## config.mk

```make
export PLATFORM = sky130hd
export DESIGN_NAME = insertion_sorter
export DESIGN_NICKNAME = d
export VERILOG_FILES = /design/src/hdl/isort_pkg.sv /design/src/hdl/isort_cell.sv /design/src/hdl/insertion_sorter.sv
export SDC_FILE = /design/constraint.sdc
export NUM_CORES = 2
export LEC_CHECK = 0
export ABC_CLOCK_PERIOD_IN_PS = 17660
export BUFFER_PORTS_ARGS = -buffer_cell sky130_fd_sc_hd__buf_2
export CELL_PAD_IN_SITES_DETAIL_PLACEMENT = 0
export CELL_PAD_IN_SITES_GLOBAL_PLACEMENT = 1
export CORE_ASPECT_RATIO = 1.2
export CORE_MARGIN = 8
export CORE_UTILIZATION = 56
export DETAILED_ROUTE_END_ITERATION = 16
export GPL_TIMING_DRIVEN = 0
export PLACE_DENSITY_LB_ADDON = 0.1
export SLEW_MARGIN = 15
export SYNTH_ARGS = -nofsm -noshare
export SYNTH_HDL_FRONTEND = slang
export SYNTH_SLANG_ARGS = --single-unit
```

## constraint.sdc

```tcl
create_clock -name clk -period 17.66 [get_ports clk]
set_clock_uncertainty 0.1 [all_clocks]
set_input_delay 3.532 -clock clk [delete_from_list [all_inputs] [get_ports clk]]
set_output_delay 3.532 -clock clk [all_outputs]
set_load 0.03 [all_outputs]
```

## src/hdl/isort_pkg.sv

```systemverilog
// ----------------------------------------------------------------------------
// isort_pkg
// types and constants of the insertion sorter
// ----------------------------------------------------------------------------
package isort_pkg;

  localparam int MAX_ITEMS_DEF = 16;
  localparam int VALUE_W = 32;

  typedef struct packed {
    logic signed [VALUE_W-1:0] value;
    logic                      is_last;
  } isort_in_t;

  typedef struct packed {
    logic signed [VALUE_W-1:0] sorted_value;
    logic                      last_out;
    logic                      overflow;
  } isort_out_t;

  // per-cycle command broadcast to every cell
  typedef struct packed {
    logic insert;
    logic shift;
  } isort_ctl_t;

endpackage

```

## src/hdl/isort_cell.sv

```systemverilog
// ----------------------------------------------------------------------------
// isort_cell
// one compare-and-shift slot of the sorting chain
// ----------------------------------------------------------------------------
module isort_cell
  import isort_pkg::*;
(
  input  logic                      clk,
  input  logic                      rst,
  input  isort_ctl_t                ctl,
  input  logic signed [VALUE_W-1:0] new_value,
  input  logic signed [VALUE_W-1:0] left_value,
  input  logic                      left_occ,
  input  logic                      left_disp,
  input  logic signed [VALUE_W-1:0] right_value,
  input  logic                      right_occ,
  output logic signed [VALUE_W-1:0] value,
  output logic                      occ,
  output logic                      disp
);

  // a slot moves right when it is empty or holds something strictly greater
  assign disp = !occ || (value > new_value);

  always_ff @(posedge clk) begin
    if (rst) begin
      occ <= 1'b0;
    end else if (ctl.shift) begin
      occ <= right_occ;
    end else if (ctl.insert && disp) begin
      occ <= left_occ;
    end
  end

  always_ff @(posedge clk) begin
    if (ctl.shift) begin
      value <= right_value;
    end else if (ctl.insert && disp) begin
      // first displaced slot takes the new value, the rest take the left slot
      value <= left_disp ? left_value : new_value;
    end
  end

endmodule

```

## src/hdl/insertion_sorter.sv

```systemverilog
// ----------------------------------------------------------------------------
// insertion_sorter
// stable ascending sort of one block of signed values in a chain of cells
// ----------------------------------------------------------------------------
// Values are taken one per cycle while a block loads: every cell compares the
// incoming value against its own entry at once, and the entries above the
// insertion point move one cell along. Once the value marked is_last is
// taken, input stalls and the chain shifts toward cell 0, handing out one
// sorted result per cycle while the result side does not stall. Loading of
// the next block starts the cycle after the final result is taken. Values
// beyond MAX_ITEMS are dropped and every result of that block carries
// overflow. No clearing pass is needed after reset.
module insertion_sorter
  import isort_pkg::*;
#(
  parameter int MAX_ITEMS = MAX_ITEMS_DEF
) (
  input  logic       clk,
  input  logic       rst,
  input  logic       item_valid,
  output logic       item_stall,
  input  isort_in_t  item,
  output logic       result_valid,
  input  logic       result_stall,
  output isort_out_t result
);

  localparam logic ST_LOAD  = 1'b0;
  localparam logic ST_DRAIN = 1'b1;

  logic       state;
  logic       state_next;
  logic       dropped;
  logic       dropped_next;
  isort_ctl_t ctl;
  logic       take_item;
  logic       full;
  logic       drain_done;

  logic signed [VALUE_W-1:0] cell_value [MAX_ITEMS];
  logic [MAX_ITEMS-1:0]      cell_occ;
  logic [MAX_ITEMS-1:0]      cell_disp;
  logic [MAX_ITEMS-1:0]      right_occ;

  genvar g;
  generate
    for (g = 0; g < MAX_ITEMS; g++) begin : g_cell
      logic signed [VALUE_W-1:0] lv;
      logic                      lo;
      logic                      ld;
      logic signed [VALUE_W-1:0] rv;

      if (g == 0) begin : g_head
        assign lv = item.value;
        assign lo = 1'b1;
        assign ld = 1'b0;
      end else begin : g_mid
        assign lv = cell_value[g-1];
        assign lo = cell_occ[g-1];
        assign ld = cell_disp[g-1];
      end

      if (g == MAX_ITEMS - 1) begin : g_tail
        assign rv           = item.value;
        assign right_occ[g] = 1'b0;
      end else begin : g_body
        assign rv           = cell_value[g+1];
        assign right_occ[g] = cell_occ[g+1];
      end

      isort_cell u_cell (
        .clk         (clk),
        .rst         (rst),
        .ctl         (ctl),
        .new_value   (item.value),
        .left_value  (lv),
        .left_occ    (lo),
        .left_disp   (ld),
        .right_value (rv),
        .right_occ   (right_occ[g]),
        .value       (cell_value[g]),
        .occ         (cell_occ[g]),
        .disp        (cell_disp[g])
      );
    end
  endgenerate

  assign full       = cell_occ[MAX_ITEMS-1];
  assign item_stall = (state == ST_DRAIN);
  assign take_item  = item_valid && !item_stall;

  assign result_valid        = (state == ST_DRAIN) && cell_occ[0];
  assign result.sorted_value = cell_value[0];
  assign result.last_out     = !right_occ[0];
  assign result.overflow     = dropped;

  assign ctl.insert = take_item && !full;
  assign ctl.shift  = result_valid && !result_stall;
  assign drain_done = ctl.shift && result.last_out;

  always_comb begin
    state_next   = state;
    dropped_next = dropped;
    case (state)
      ST_LOAD: begin
        if (take_item && full) begin
          dropped_next = 1'b1;
        end
        if (take_item && item.is_last) begin
          state_next = ST_DRAIN;
        end
      end
      ST_DRAIN: begin
        if (drain_done) begin
          state_next   = ST_LOAD;
          dropped_next = 1'b0;
        end
      end
      default: begin
        state_next = ST_LOAD;
      end
    endcase
  end

  always_ff @(posedge clk) begin
    if (rst) begin
      state   <= ST_LOAD;
      dropped <= 1'b0;
    end else begin
      state   <= state_next;
      dropped <= dropped_next;
    end
  end

endmodule

```

==> impl_metrics.toml <==
[synth]
post_synthesis_net_count = 4107
synthMuxAreaShare_pct = 12.1
edff_count_synth = 512
synth_simple_gate_area_share_pct = 11.9
synth.distinct_cells = 57
post_synth_instance_area_mm2 = 0.0370
yosysSeqAreaShare_pct = 42.5
yosys_warnings = 0
fraction_of_registers_with_async_set_reset_pct = 0
synth-adder-area-share_pct = 16.2
synthCells = 3590
synthesis.area_per_instance_um2 = 10.3
synth_top_family_by_area = "adder cells"
synth_compound_area_share_pct = 14.0
dominantRegCellSynth = "sky130_fd_sc_hd__edfxtp_1"
synth-seq-cells = 530
synth-xor-area-share_pct = 0

[clock_tree]
clock_transition_at_the_register_clock_pins_on_the_worst_setup_and_hold_paths_after_cts_ps = 60
cts_inserted_buffers = 59
clock_latency_ps = 640
clock_tree_from_tritoncts = "yes"
cts_repair_resize_count = 0
clock_sinks = 530
cts-root-buf = "sky130_fd_sc_hd__clkbuf_16"
ctsHoldBuffers = 0
cts.path.max_buffers = 3
cts_setup_buffers = 0
clock_tree.htree_level_count = 2

[floorplan]
die_area_mm2 = 0.0747
row_count = 103
die_width_um = 251
floorplan.initialDensity_pct = 56.5
floorplan.core_area_mm2 = 0.0656
dieHeight_um = 298
num_io_pins = 73

[sta]
setup_repair_after_global_routing_missed_its_margin = "false"
layout_min_cycle_time_ps = 8190
final-hold-violation-count = 0
tightest_slew_ps = 1050
final_sum_of_negative_setup_slack_ps = 0
period_share_pct = 46.4
finalSetupViolations = 0
maxSlewViolCount = 0
max_slew_margin_pct = 29.5
max_clock_freq_mhz = 122

[run_status]
status = "completed"

[finish]
number_of_fill_cells = 5568
area_growth_pct = 9.15
most-common-layout-cells = "sky130_fd_sc_hd__nand2_1 (580), sky130_fd_sc_hd__edfxtp_1 (512), sky130_fd_sc_hd__ha_1 (480)"
drive_above_1_share_pct = 8.00
finish.utilization_pct = 61.6
layout.cells.most_common = "sky130_fd_sc_hd__nand2_1"
nets = 4246

[grt]
grt_use_met2_pct = 53.1
grt_max_degree = 33
grt_first_pass_wirelength_mm = 188
grtUsageMet3_pct = 4.21
grt.overflow.total = 0
gr-usage-met1_pct = 42.2
busiest_layer = "met2"
gr-usage-all-layers_pct = 32.9
vias_in_the_first_global_route = 31600
grt_antenna_before_repair = 1

[routing]
initial_drt_markers = 2811
drt-wirelength-per-cell_um = 27.3
drtAntennaViolNets = 0
drcViolationCount = 0
post_drt_via_cell_ratio = 6.64
route.vias.total = 30600
detail_route.wirelength_mm = 126
dr.pass1.iters = 6

[critical_path]
path_max_fanout = 32
cpMaxStageDelayCell = "sky130_fd_sc_hd__nor4_1"
crit_arrival_ps = 8350
critPathCaptureType = "register"
cp_data_required_time_ps = 17820
crit_path_max_incr_delay_ps = 830
worstPathCellList = "buf_2 -> clkbuf_1 -> inv_1 -> ha_1 -> nand4_1 -> nor4_1 -> o41ai_1 -> a21oi_1 -> buf_2 -> buf_4 -> nand2_1 -> nand2_2"
worst_path_most_repeated_cell = "sky130_fd_sc_hd__buf_2"
critical_path_class = "input port to register"
cp-start-kind = "input port"
setup.reg_to_reg.worst_slack_ps = 13300

[min_path]
hp-class = "register to register"

[power_and_ir_drop]
pwr_density_cell_mw_per_mm2 = 92.9
leakagePower_nw = 17.9
vdd_drop_max_mv = 0.0724

[flow_run]
timing.max_cap.violations = 0

[placement]
post_dp_hpwl_mm = 102
weighted_congestion_reported_at_the_end_of_routability_driven_placement = 0.970
number_of_port_buffers = 71
[state kept, by name (all words and copies together), names as in the netlist]
signal	flops
g_cell.u_cell.value	512
g_cell.u_cell.occ	16
dropped	1
item_stall	1
[cells by family after synthesis]
family                     count (synthesis)
adders and majority gates                480
and+or+nand+nor                          988
DFF                                      530
buffers and inverters                    258
muxes                                    444
AOI/OAI and AO/OA                        890
[final timing paths]
kind | cells past startpoint | endpoint | start
worst max-delay path | 12 | g_cell[5].u_cell.value[26]$_DFFE_PP_ | item[32]
worst min-delay path | 2 | g_cell[14].u_cell.value[28]$_DFFE_PP_ | g_cell[15].u_cell.value[28]$_DFFE_PP_
worst max register to register | 9 | g_cell[0].u_cell.value[27]$_DFFE_PP_ | g_cell[0].u_cell.value[31]$_DFFE_PP_
worst min register to register | 2 | g_cell[14].u_cell.value[28]$_DFFE_PP_ | g_cell[15].u_cell.value[28]$_DFFE_PP_
[cell usage after synthesis (29+ instances only)]
master | n | share of area [%]
sky130_fd_sc_hd__nand4_1 | 115 | 1.9
sky130_fd_sc_hd__inv_1 | 57 | 0.58
sky130_fd_sc_hd__a21oi_1 | 213 | 2.9
sky130_fd_sc_hd__o21ai_1 | 97 | 1.3
sky130_fd_sc_hd__mux2i_1 | 412 | 11
sky130_fd_sc_hd__nand3_1 | 54 | 0.73
sky130_fd_sc_hd__buf_2 | 29 | 0.39
sky130_fd_sc_hd__nand2_1 | 594 | 6.0
sky130_fd_sc_hd__mux2_2 | 32 | 0.97
sky130_fd_sc_hd__edfxtp_1 | 512 | 42
sky130_fd_sc_hd__a31oi_1 | 34 | 0.57
sky130_fd_sc_hd__buf_4 | 39 | 0.79
sky130_fd_sc_hd__nor2b_1 | 30 | 0.51
sky130_fd_sc_hd__clkbuf_1 | 124 | 1.3
sky130_fd_sc_hd__ha_1 | 480 | 16
sky130_fd_sc_hd__o21ai_0 | 357 | 4.8
sky130_fd_sc_hd__a21o_1 | 50 | 1.0
sky130_fd_sc_hd__nor2_1 | 109 | 1.1
[layout make-up]
cell class / instances / area, um^2 / area share [%]
diodes: 2 / 5.00 / 0.0124
inverters: 57 / 214 / 0.529
clock inverters: 29 / 154 / 0.381
plain buffers: 201 / 1010 / 2.50
clock buffers: 77 / 1590 / 3.92
well taps: 840 / 1050 / 2.60
repair buffers: 78 / 533 / 1.32
multi-input cells: 2802 / 20100 / 49.8
flip-flops and latches: 530 / 15700 / 38.9
[power by group]
group          switching (mW)  internal (mW)
registers               0.153           1.59
clock network           0.546          0.640
logic                   0.508          0.313
[stage by stage]
stage	cells	hold slack, ps	power [mW]	instance area [um^2]	worst slack, ps
after floorplan	3590	384	2.25	37000	9120
after global placement	4501	402	2.52	38400	6600
after detailed placement	4508	414	2.57	38700	9000
after CTS	4614	424	3.74	40400	9660
after global routing	4614	456	3.90	40400	9270
final	4616	426	3.75	40400	9470
[worst max-delay path, delay by kind of cell]
kind                     cells  cell delay, ps
buffers and inverters        5            1860
AND/OR/NAND/NOR              4            1860
adder cells (fa/ha/maj)      1             590
AO/OA/AOI/OAI                2             440
[per-layer routing]
layer | up-vias | part of all wire (%)
li1 | 13900 | -
met1 | 14900 | 41
met2 | 1427 | 46
met3 | 406 | 6.8
met4 | 0 | 6.5
met5 | - | 0
(Power assumes the default switching activity.)
